## config.mk

```make
export PLATFORM = sky130hd
export DESIGN_NAME = mono_note_priority_glide_top
export DESIGN_NICKNAME = d
export VERILOG_FILES = /design/src/design/mnpg_pkg.sv /design/src/design/mnpg_stack_mem.sv /design/src/design/mnpg_note_pitch.sv /design/src/design/mnpg_seq.sv /design/src/design/mono_note_priority_glide_top.sv
export SDC_FILE = /design/constraint.sdc
export NUM_CORES = 1
export LEC_CHECK = 0
export BUFFER_PORTS_ARGS = -buffer_cell sky130_fd_sc_hd__clkbuf_2
export CORE_AREA = 2 2 224 226
export DETAILED_ROUTE_END_ITERATION = 12
export DIE_AREA = 0 0 226 228
export GPL_TIMING_DRIVEN = 0
export PLACE_DENSITY = 0.65
export SLEW_MARGIN = 10
export SYNTH_ARGS = -nofsm -noshare
export SYNTH_HDL_FRONTEND = slang
export SYNTH_SLANG_ARGS = --single-unit
export TNS_END_PERCENT = 20
```

## constraint.sdc

```tcl
create_clock -name clk -period 6.75 [get_ports clk]
set_input_delay 1.35 -clock clk [delete_from_list [all_inputs] [get_ports clk]]
set_output_delay 1.35 -clock clk [all_outputs]
set_load 0.02 [all_outputs]
```

## src/design/mnpg_pkg.sv

```systemverilog
// Shared types, codes and constants for the monophonic note priority and glide block.
// Used by every module in this folder; depends on nothing else.
package mnpg_pkg;

    localparam int STACK_DEPTH_DEF = 16;

    localparam int NOTE_W  = 7;
    localparam int LEVEL_W = 7;
    localparam int STEP_W  = 15;
    localparam int PITCH_W = 32;

    // Input action codes.
    localparam logic [1:0] ACT_TICK = 2'd0;
    localparam logic [1:0] ACT_ON   = 2'd1;
    localparam logic [1:0] ACT_OFF  = 2'd2;

    // Configuration register indexes.
    localparam logic CFG_GLIDE_ON   = 1'b0;
    localparam logic CFG_GLIDE_STEP = 1'b1;

    localparam logic [STEP_W-1:0]  GLIDE_STEP_RST = 15'd26214;
    localparam logic [LEVEL_W-1:0] LEVEL_RST      = 7'd127;

    typedef enum logic [3:0] {
        ST_IDLE,
        ST_TICK_RD,
        ST_TICK_LUT,
        ST_TICK_DIFF,
        ST_TICK_STEP,
        ST_SCAN,
        ST_SHIFT,
        ST_PUSH,
        ST_ON_WAIT,
        ST_ON_LUT,
        ST_DONE
    } seq_state_t;

    typedef struct packed {
        logic                glide_on;
        logic [STEP_W-1:0]   glide_step;
    } glide_cfg_t;

    typedef struct packed {
        logic [PITCH_W-1:0]  pitch_now;
        logic                gate;
        logic                trigger;
        logic                release_res;
        logic [LEVEL_W-1:0]  level;
    } result_t;

endpackage

```

## src/design/mnpg_stack_mem.sv

```systemverilog
// Held-note stack storage: one write port, one read port, registered read data.
// Depends on mnpg_pkg for the note width.
module mnpg_stack_mem
    import mnpg_pkg::*;
#(
    parameter int STACK_DEPTH = STACK_DEPTH_DEF,
    parameter int AW          = (STACK_DEPTH > 1) ? $clog2(STACK_DEPTH) : 1
)
(
    input  logic              clk,
    input  logic              we,
    input  logic [AW-1:0]     waddr,
    input  logic [NOTE_W-1:0] wdata,
    input  logic [AW-1:0]     raddr,
    output logic [NOTE_W-1:0] rdata
);

    logic [NOTE_W-1:0] held_notes_mem [STACK_DEPTH];
    logic [NOTE_W-1:0] rdata_reg;

    always_ff @(posedge clk)
    begin
        if (we)
        begin
            held_notes_mem[waddr] <= wdata;
        end
        rdata_reg <= held_notes_mem[raddr];
    end

    assign rdata = rdata_reg;

endmodule

```

## src/design/mnpg_note_pitch.sv

```systemverilog
// Two-stage note-to-pitch converter: octave and semitone split, then table and shift.
// Depends on mnpg_pkg for widths. The split and the pitch are each held in a register.
module mnpg_note_pitch
    import mnpg_pkg::*;
(
    input  logic               clk,
    input  logic [NOTE_W-1:0]  note,
    output logic [PITCH_W-1:0] pitch
);

    localparam int OCT_MAX = 10;

    // Top octave (notes 120..131) in Q14.18 Hz, rounded.
    function automatic logic [PITCH_W-1:0] top_octave(input logic [3:0] semi);
        logic [PITCH_W-1:0] v;
        case (semi)
            4'd0:    v = 32'd2194674310;
            4'd1:    v = 32'd2325176436;
            4'd2:    v = 32'd2463438621;
            4'd3:    v = 32'd2609922305;
            4'd4:    v = 32'd2765116361;
            4'd5:    v = 32'd2929538736;
            4'd6:    v = 32'd3103738174;
            4'd7:    v = 32'd3288296050;
            4'd8:    v = 32'd3483828309;
            4'd9:    v = 32'd3690987520;
            4'd10:   v = 32'd3910465059;
            4'd11:   v = 32'd4142993412;
            default: v = '0;
        endcase
        return v;
    endfunction

    logic [3:0]         oct_reg, oct_next;
    logic [3:0]         semi_reg, semi_next;
    logic [PITCH_W-1:0] pitch_reg, pitch_next;
    logic [3:0]         shift_amt;
    logic [PITCH_W:0]   rounded;

    // Stage one: the octave is the count of twelve-note boundaries at or below the note.
    always_comb
    begin
        oct_next = '0;
        for (int k = 1; k <= OCT_MAX; k++)
        begin
            if (int'(note) >= 12 * k)
            begin
                oct_next = 4'(k);
            end
        end
        semi_next = 4'(note - 7'(oct_next * 12));
    end

    // Stage two: scale the top-octave entry down with round to nearest, halves up.
    always_comb
    begin
        shift_amt = 4'(OCT_MAX) - oct_reg;
        rounded   = {1'b0, top_octave(semi_reg)};
        if (shift_amt != 4'd0)
        begin
            rounded = rounded + ((PITCH_W + 1)'(1) << (shift_amt - 4'd1));
        end
        pitch_next = PITCH_W'(rounded >> shift_amt);
    end

    always_ff @(posedge clk)
    begin
        oct_reg   <= oct_next;
        semi_reg  <= semi_next;
        pitch_reg <= pitch_next;
    end

    assign pitch = pitch_reg;

endmodule

```

## src/design/mnpg_seq.sv

```systemverilog
// Sequencer: read-modify-write of the held-note stack, glide arithmetic and result state.
// Depends on mnpg_pkg; drives mnpg_stack_mem and mnpg_note_pitch from the top level.
module mnpg_seq
    import mnpg_pkg::*;
#(
    parameter int STACK_DEPTH = STACK_DEPTH_DEF,
    parameter int AW          = (STACK_DEPTH > 1) ? $clog2(STACK_DEPTH) : 1
)
(
    input  logic               clk,
    input  logic               rst_n,
    input  logic               in_valid,
    output logic               in_ready,
    input  logic [1:0]         action,
    input  logic [NOTE_W-1:0]  note,
    input  logic [LEVEL_W-1:0] velocity,
    input  glide_cfg_t         cfg,
    input  logic               out_free,
    output logic               res_load,
    output result_t            res,
    output logic               mem_we,
    output logic [AW-1:0]      mem_waddr,
    output logic [NOTE_W-1:0]  mem_wdata,
    output logic [AW-1:0]      mem_raddr,
    input  logic [NOTE_W-1:0]  mem_rdata,
    output logic [NOTE_W-1:0]  lut_note,
    input  logic [PITCH_W-1:0] lut_pitch
);

    localparam int CW  = $clog2(STACK_DEPTH + 1);
    localparam int CWX = CW + 1;
    localparam logic [CWX-1:0] DEPTH_X = CWX'(STACK_DEPTH);

    seq_state_t         state_reg, state_next;
    logic [CW-1:0]      count_reg, count_next;
    logic [CW-1:0]      idx_reg, idx_next;
    logic [PITCH_W-1:0] pitch_reg, pitch_next;
    logic [PITCH_W-1:0] target_reg, target_next;
    logic [PITCH_W-1:0] diff_reg, diff_next;
    logic               up_reg, up_next;
    logic [1:0]         action_reg, action_next;
    logic [NOTE_W-1:0]  note_reg, note_next;
    logic [LEVEL_W-1:0] level_reg, level_next;
    logic               trig_reg, trig_next;
    logic               rel_reg, rel_next;

    logic [CWX-1:0]     rd_ptr;
    logic [CWX-1:0]     idx_x;
    logic [CWX-1:0]     cnt_x;
    logic [PITCH_W-1:0] step_x;

    assign idx_x  = {1'b0, idx_reg};
    assign cnt_x  = {1'b0, count_reg};
    assign step_x = PITCH_W'(cfg.glide_step);

    always_comb
    begin
        state_next  = state_reg;
        count_next  = count_reg;
        idx_next    = idx_reg;
        pitch_next  = pitch_reg;
        target_next = target_reg;
        diff_next   = diff_reg;
        up_next     = up_reg;
        action_next = action_reg;
        note_next   = note_reg;
        level_next  = level_reg;
        trig_next   = trig_reg;
        rel_next    = rel_reg;
        in_ready    = 1'b0;
        res_load    = 1'b0;
        mem_we      = 1'b0;
        mem_waddr   = idx_reg[AW-1:0];
        mem_wdata   = mem_rdata;
        rd_ptr      = '0;
        lut_note    = note_reg;

        case (state_reg)
            ST_IDLE:
            begin
                in_ready = 1'b1;
                if (in_valid)
                begin
                    action_next = action;
                    note_next   = note;
                    trig_next   = 1'b0;
                    rel_next    = 1'b0;
                    idx_next    = '0;
                    case (action)
                        ACT_TICK:
                        begin
                            // Fetch the newest held note; an empty stack leaves the pitch alone.
                            rd_ptr = cnt_x - CWX'(1);
                            state_next = (count_reg != '0) ? ST_TICK_RD : ST_DONE;
                        end
                        ACT_ON:
                        begin
                            trig_next  = 1'b1;
                            level_next = velocity;
                            if (cnt_x == DEPTH_X)
                            begin
                                // Full: drop the oldest entry by shifting down from slot zero.
                                rd_ptr     = CWX'(1);
                                state_next = ST_SHIFT;
                            end
                            else
                            begin
                                state_next = ST_PUSH;
                            end
                        end
                        ACT_OFF:
                        begin
                            rd_ptr = '0;
                            if (count_reg == '0)
                            begin
                                rel_next   = 1'b1;
                                state_next = ST_DONE;
                            end
                            else
                            begin
                                state_next = ST_SCAN;
                            end
                        end
                        default:
                        begin
                            state_next = ST_DONE;
                        end
                    endcase
                end
            end

            ST_TICK_RD:
            begin
                lut_note   = mem_rdata;
                state_next = ST_TICK_LUT;
            end

            ST_TICK_LUT:
            begin
                state_next = ST_TICK_DIFF;
            end

            ST_TICK_DIFF:
            begin
                target_next = lut_pitch;
                if (lut_pitch > pitch_reg)
                begin
                    diff_next = lut_pitch - pitch_reg;
                    up_next   = 1'b1;
                end
                else
                begin
                    diff_next = pitch_reg - lut_pitch;
                    up_next   = 1'b0;
                end
                state_next = ST_TICK_STEP;
            end

            ST_TICK_STEP:
            begin
                if (!cfg.glide_on || (diff_reg < step_x))
                begin
                    pitch_next = target_reg;
                end
                else if (up_reg)
                begin
                    pitch_next = pitch_reg + step_x;
                end
                else
                begin
                    pitch_next = pitch_reg - step_x;
                end
                state_next = ST_DONE;
            end

            ST_SCAN:
            begin
                // Read data holds entry idx; the next entry is fetched speculatively.
                rd_ptr = idx_x + CWX'(1);
                if (mem_rdata == note_reg)
                begin
                    state_next = ST_SHIFT;
                end
                else if ((idx_x + CWX'(1)) < cnt_x)
                begin
                    idx_next = idx_reg + CW'(1);
                end
                else
                begin
                    state_next = ST_DONE;
                end
            end

            ST_SHIFT:
            begin
                // Read data holds entry idx + 1; it moves down into slot idx.
                rd_ptr = idx_x + CWX'(2);
                if ((idx_x + CWX'(1)) < cnt_x)
                begin
                    mem_we    = 1'b1;
                    mem_waddr = idx_reg[AW-1:0];
                    mem_wdata = mem_rdata;
                    idx_next  = idx_reg + CW'(1);
                end
                else
                begin
                    count_next = count_reg - CW'(1);
                    if (action_reg == ACT_ON)
                    begin
                        state_next = ST_PUSH;
                    end
                    else
                    begin
                        rel_next   = (count_reg == CW'(1));
                        state_next = ST_DONE;
                    end
                end
            end

            ST_PUSH:
            begin
                mem_we     = 1'b1;
                mem_waddr  = count_reg[AW-1:0];
                mem_wdata  = note_reg;
                count_next = count_reg + CW'(1);
                state_next = (count_reg == '0) ? ST_ON_WAIT : ST_DONE;
            end

            ST_ON_WAIT:
            begin
                state_next = ST_ON_LUT;
            end

            ST_ON_LUT:
            begin
                pitch_next = lut_pitch;
                state_next = ST_DONE;
            end

            ST_DONE:
            begin
                res_load = out_free;
                if (out_free)
                begin
                    state_next = ST_IDLE;
                end
            end

            default:
            begin
                state_next = ST_IDLE;
            end
        endcase

        mem_raddr = (rd_ptr < DEPTH_X) ? rd_ptr[AW-1:0] : '0;
    end

    always_ff @(posedge clk or negedge rst_n)
    begin
        if (!rst_n)
        begin
            state_reg <= ST_IDLE;
            count_reg <= '0;
            pitch_reg <= '0;
            level_reg <= LEVEL_RST;
            trig_reg  <= 1'b0;
            rel_reg   <= 1'b0;
        end
        else
        begin
            state_reg <= state_next;
            count_reg <= count_next;
            pitch_reg <= pitch_next;
            level_reg <= level_next;
            trig_reg  <= trig_next;
            rel_reg   <= rel_next;
        end
    end

    always_ff @(posedge clk)
    begin
        idx_reg    <= idx_next;
        target_reg <= target_next;
        diff_reg   <= diff_next;
        up_reg     <= up_next;
        action_reg <= action_next;
        note_reg   <= note_next;
    end

    always_comb
    begin
        res.pitch_now   = pitch_reg;
        res.gate        = (count_reg != '0);
        res.trigger     = trig_reg;
        res.release_res = rel_reg;
        res.level       = level_reg;
    end

endmodule

```

## src/design/mono_note_priority_glide_top.sv

```systemverilog
// One input beat is in work at a time: the sequencer takes no new beat until it has handed
// the result of the last one to the output register. A tick reads the newest note, converts
// it and steps the pitch; a note off scans the stack and closes the gap on a match; a note
// on to a full stack first shifts out the oldest entry.
// Reset clears the note count, the pitch, the flags and glide enable, sets level to full
// velocity and the glide step to its default; the stack memory needs no clearing pass.
//
// Top level of the monophonic last-note-priority voice controller with portamento.
// Depends on mnpg_pkg, mnpg_stack_mem, mnpg_note_pitch and mnpg_seq.
module mono_note_priority_glide_top
    import mnpg_pkg::*;
#(
    parameter int STACK_DEPTH = STACK_DEPTH_DEF
)
(
    input  logic               clk,
    input  logic               rst_n,

    // Configuration write port: index 0 is glide_on, index 1 is glide_step.
    input  logic               cfg_we,
    input  logic               cfg_addr,
    input  logic [STEP_W-1:0]  cfg_wdata,

    // Input beats.
    input  logic               in_valid,
    output logic               in_ready,
    input  logic [1:0]         action,
    input  logic [NOTE_W-1:0]  note,
    input  logic [LEVEL_W-1:0] velocity,

    // Result beats.
    output logic               out_valid,
    input  logic               out_ready,
    output logic [PITCH_W-1:0] pitch_now,
    output logic               gate,
    output logic               trigger,
    output logic               release_res,
    output logic [LEVEL_W-1:0] level
);

    localparam int AW = (STACK_DEPTH > 1) ? $clog2(STACK_DEPTH) : 1;

    // The held notes live in a single-port-read, single-port-write memory; the sequencer
    // streams through it one entry per cycle when scanning for a note off or when closing
    // the gap left by a removed entry. The note-to-pitch converter is a short pipeline
    // shared by ticks (target of the newest note) and by the first note on (pitch jump).

    logic               glide_on_reg;
    logic [STEP_W-1:0]  glide_step_reg;
    glide_cfg_t         cfg;

    logic               out_valid_reg, out_valid_next;
    result_t            res_reg;
    result_t            res;
    logic               res_load;
    logic               out_free;

    logic               mem_we;
    logic [AW-1:0]      mem_waddr;
    logic [NOTE_W-1:0]  mem_wdata;
    logic [AW-1:0]      mem_raddr;
    logic [NOTE_W-1:0]  mem_rdata;
    logic [NOTE_W-1:0]  lut_note;
    logic [PITCH_W-1:0] lut_pitch;

    // Config registers. The user must write them only while the block is idle; unenforced.
    always_ff @(posedge clk or negedge rst_n)
    begin
        if (!rst_n)
        begin
            glide_on_reg   <= 1'b0;
            glide_step_reg <= GLIDE_STEP_RST;
        end
        else if (cfg_we)
        begin
            case (cfg_addr)
                CFG_GLIDE_ON:   glide_on_reg   <= cfg_wdata[0];
                CFG_GLIDE_STEP: glide_step_reg <= cfg_wdata;
                default:        glide_on_reg   <= glide_on_reg;
            endcase
        end
    end

    assign cfg.glide_on   = glide_on_reg;
    assign cfg.glide_step = glide_step_reg;

    mnpg_stack_mem #(
        .STACK_DEPTH (STACK_DEPTH),
        .AW          (AW)
    ) u_stack_mem (
        .clk   (clk),
        .we    (mem_we),
        .waddr (mem_waddr),
        .wdata (mem_wdata),
        .raddr (mem_raddr),
        .rdata (mem_rdata)
    );

    mnpg_note_pitch u_note_pitch (
        .clk   (clk),
        .note  (lut_note),
        .pitch (lut_pitch)
    );

    mnpg_seq #(
        .STACK_DEPTH (STACK_DEPTH),
        .AW          (AW)
    ) u_seq (
        .clk       (clk),
        .rst_n     (rst_n),
        .in_valid  (in_valid),
        .in_ready  (in_ready),
        .action    (action),
        .note      (note),
        .velocity  (velocity),
        .cfg       (cfg),
        .out_free  (out_free),
        .res_load  (res_load),
        .res       (res),
        .mem_we    (mem_we),
        .mem_waddr (mem_waddr),
        .mem_wdata (mem_wdata),
        .mem_raddr (mem_raddr),
        .mem_rdata (mem_rdata),
        .lut_note  (lut_note),
        .lut_pitch (lut_pitch)
    );

    // Output register: the sequencer may accept and work on the next beat while a finished
    // result still waits here; it only stalls when it has another result to hand over.
    assign out_free = !out_valid_reg || out_ready;

    always_comb
    begin
        out_valid_next = out_valid_reg;
        if (res_load)
        begin
            out_valid_next = 1'b1;
        end
        else if (out_ready)
        begin
            out_valid_next = 1'b0;
        end
    end

    always_ff @(posedge clk or negedge rst_n)
    begin
        if (!rst_n)
        begin
            out_valid_reg <= 1'b0;
        end
        else
        begin
            out_valid_reg <= out_valid_next;
        end
    end

    always_ff @(posedge clk)
    begin
        if (res_load)
        begin
            res_reg <= res;
        end
    end

    assign out_valid   = out_valid_reg;
    assign pitch_now   = res_reg.pitch_now;
    assign gate        = res_reg.gate;
    assign trigger     = res_reg.trigger;
    assign release_res = res_reg.release_res;
    assign level       = res_reg.level;

`ifndef SYNTH
    // An accepted beat always puts the sequencer to work, so it cannot take another at once.
    a_busy_after_accept: assert property (@(posedge clk) disable iff (!rst_n)
        in_valid && in_ready |=> !in_ready)
        else $error("input accepted on two consecutive cycles");

    // A result is only handed over when the output register is free to take it.
    a_load_when_free: assert property (@(posedge clk) disable iff (!rst_n)
        res_load |-> (!out_valid_reg || out_ready))
        else $error("result overwrote a beat still waiting at the output");

    // A note on always leaves at least one held note.
    a_trigger_gate: assert property (@(posedge clk) disable iff (!rst_n)
        out_valid && trigger |-> gate)
        else $error("note on reported with the gate closed");

    // A release means the stack is empty, so the gate must be closed.
    a_release_gate: assert property (@(posedge clk) disable iff (!rst_n)
        out_valid && release_res |-> !gate)
        else $error("release reported while notes are still held");
`endif

endmodule

```

==> summary.txt <==
Run status
  • Status: completed

Yosys
  • Ys async rst share: between 10% and 20%
  • Mux cell area share after synthesis: 10.4%
  • Synth top area cells: edfxtp_1, ha_1, mux2i_1, dfxtp_1, dfrtp_1
  • Ys flop type: edfxtp_1
  • Synthesis Warnings: 0
  • Sequential-to-total area share from yosys stat: between 40% and 50%
  • Largest family of logic cells by synthesized area: compound AO/OA/AOI/OAI gates
  • Unique cell type count in the Yosys netlist: 93
  • Mean post-synth cell area: between 9 and 10 µm²
  • Complex-gate fraction of the synthesized area: a little under a fifth
  • List of most frequent post-synthesis cells: edfxtp_1, a21oi_1, nand2_1
  • Post-synthesis cell count: roughly 2,400
  • Adder-cell share of the synthesized area: under 10%
  • Yosys reg bits: ~380
  • Cell Area, Synth: 23,900 µm²
  • EDFF count, synth: 233
  • Post-Synth Simple-Gate Area: between 10% and 20%
  • Synth area leader: edfxtp_1
  • Count leader, synth: edfxtp_1
  • Post-Synth XOR/XNOR Area: 4.75%
  • Syn_nets: about 2,600
  • Yosys top cell area share: between 20% and 30%

Timing
  • RSZ-0062 raised after global routing: true
  • Final setup fails: 0
  • Slew margin rel.: around 17%
  • Final worst path period need: about 6.5 ns
  • Total negative slack: 0 ns
  • Final hold violation count: 0
  • Fin. max-slew vios: 0
  • Clock Skew: 0.0208 ns
  • Worst slew pin tran: between 1 and 1.5 ns
  • Final worst slack: approximately 0.22 ns
  • Final period utilization: ~97%
  • Fmax: between 0.15 and 0.2 GHz

Global route
  • Largest net degree at the start of global routing: 35
  • First-pass GRT wire length: 110,000 µm
  • Vias in the first global route: 19,100
  • Initial antenna violation count: 0
  • GRT Util Overall: between 20 and 30%
  • Congestion Overflow GR: 0

Worst setup path
  • CP Cell Sequence: clkbuf_4 > inv_1 > clkbuf_4 > clkbuf_4 > ha_1 > clkbuf_1 > mux2_1 > o22ai_2 > xor2_4 > nor2_1 > nand2_1 > fa_1 > nand2b_1 > a21o_1 > a211oi_1 > o211ai_1 > nor2_1 > xnor2_1 > mux4_1 > a221o_1 > o22ai_1
  • CP Launch Type: flip-flop
  • Setup Crit Path Kind: flip-flop to flip-flop
  • Crit path DAT: 6.99 ns
  • Worst Setup End Kind: flip-flop
  • Critical Path Fanout Max: 12
  • CP required: 7.21 ns
  • CP max-delay cell: mux4_1
  • Slowest stage delay, CP: 0.67 ns
  • R2R Setup Slk: roughly 0.22 ns
  • CP dominant cell by count: clkbuf_4

Drt
  • DR DRC count: 0
  • Drt initial violations: 1,914
  • ANT nets after route: 0
  • WL/cell: about 22 µm
  • Routed WL: 70,600 µm
  • DR vias: ~20,000
  • DR vias/cell: 6.01
  • Drt pass-1 iters: 6

Worst hold path
  • Hold crit path type: flip-flop to flip-flop

Floorplanning
  • Ports: a little over 80
  • Core area: between 40,000 and 50,000 µm²
  • Die H: 228 µm
  • # rows: 82
  • Die ar.: a little over 50,000 µm²
  • Die W: around 230 µm
  • Starting Density: 48.4%

CTS
  • CTS root buffer: clkbuf_16
  • H-tree depth: 2
  • Reg clk slew, reported paths: 0.06 ns
  • Clock sinks: 375
  • Max clock buf depth: 3
  • CTS tree: yes
  • Clk_lat worst skew: 0.59 ns
  • CTS buffer count: 42

Placed design
  • Final GP Congestion: between 0.9 and 1
  • # port buffers: 80
  • Place WS: -0.474 ns
  • DP Wirelength: 55,000 µm
  • Dpl cells: ~3,200

Layout
  • Core Util, Final: a little over half
  • P&R area growth vs syn: 11.9%
  • Layout cells sized above 1: 10.6%
  • Max reg flops: approximately 110
  • Antenna Diode Count: 0
  • Fillers: 4,401
  • Layout Nets: between 2,000 and 3,000
  • Finished Layout Cells: ~3,300
  • Largest Register: u_stack_mem.held_notes_mem

Job
  • Max Cap Viol: 0
## cell type report
cell class,instances,area [µm²],share of cell area [%]
clock buffers,64,1210,4.54
multi-input cells,1779,12800,47.7
flip-flops and latches,375,10200,38.1
well taps,672,841,3.14
repair buffers,90,510,1.91
inverters,139,522,1.95
clock inverters,14,219,0.819
plain buffers,120,490,1.83
## worst paths after layout
kind | from | end | cells after the start
max | u_note_pitch.oct_reg[0] | u_note_pitch.pitch[16] | 21
min in group asynchronous | rst_n | glide_step_reg[0] | 1
min | u_seq.trig_reg | trigger | 0
min reg2reg | u_seq.trig_reg | trigger | 0
max reg2reg | u_note_pitch.oct_reg[0] | u_note_pitch.pitch[16] | 21
max in group asynchronous | rst_n | u_seq.level_reg[5] | 2
## worst max-delay path: cells and delay by family (launching register included)
kind            cells  cell delay, ns
fa+ha+maj           2            0.77
mux                 2            1.06
buf+inv             5            1.18
compound gates      6            1.94
xor+xnor            2            0.33
flops               1            0.42
simple gates        4            0.71
## cells in the final DEF (no fill, tap or decap), types with 12 or more instances in the layout
cell,synthesis,routed
edfxtp_1,233,233
nand2_1,181,181
a21oi_1,181,181
mux2i_1,177,177
nor2_1,159,158
ha_1,146,146
inv_1,137,137
o21ai_0,135,135
clkbuf_1,87,101
xnor2_1,87,87
clkbuf_2,0,79
dfxtp_1,75,75
a21o_1,52,52
dfrtp_1,52,52
nand3_1,47,47
mux2_2,42,42
clkbuf_16,0,42
nor3_1,43,41
a31oi_1,37,37
xor2_1,37,36
a211oi_1,36,36
o21bai_1,33,33
and3_1,30,30
o22ai_1,25,25
nor2b_1,25,25
nand4_1,24,24
buf_2,21,20
a22oi_1,20,20
nand2b_1,19,19
o211ai_1,18,18
o21a_1,17,17
dfstp_2,15,15
o21ai_1,13,13
or3_1,13,13
and2_1,12,12
o31ai_1,13,12
## stage by stage
step | cell area [µm²] | hold slack, ns
final | 26700 | 0.457
after global routing | 26700 | 0.467
after CTS | 26700 | 0.455
after detailed placement | 25300 | 0.440
after global placement | 25100 | 0.434
after floorplan | 23900 | 0.425
## cell families after synthesis
family	count (synthesis)
compound gates	678
xor+xnor	127
flops	375
fa+ha+maj	151
simple gates	592
mux	231
buf+inv	259
## per-layer routing
layer  wire length, µm  part of all wire, %  vias up  track usage, %
li1                  -                    -     9207               -
met1             30300                   43     9482            36.2
met2             33700                   48      720            45.9
met3              3620                  5.1      152            2.73
met4              2990                  4.2        0            11.2
met5                 0                    0        -               0
## timing repair
action | 4_1_cts | 5_1_grt
hold buffers | 0 | 0
pin swaps | 0 | 1
hold endpoints to repair | 0 | 0
gates resized for setup | 3 | 6
endpoints found under the setup margin | 28 | 12
buffers inserted | 0 | 2
Power is not shown: default switching activity piles up to over one toggle a cycle in this logic, so the estimate is an artifact.
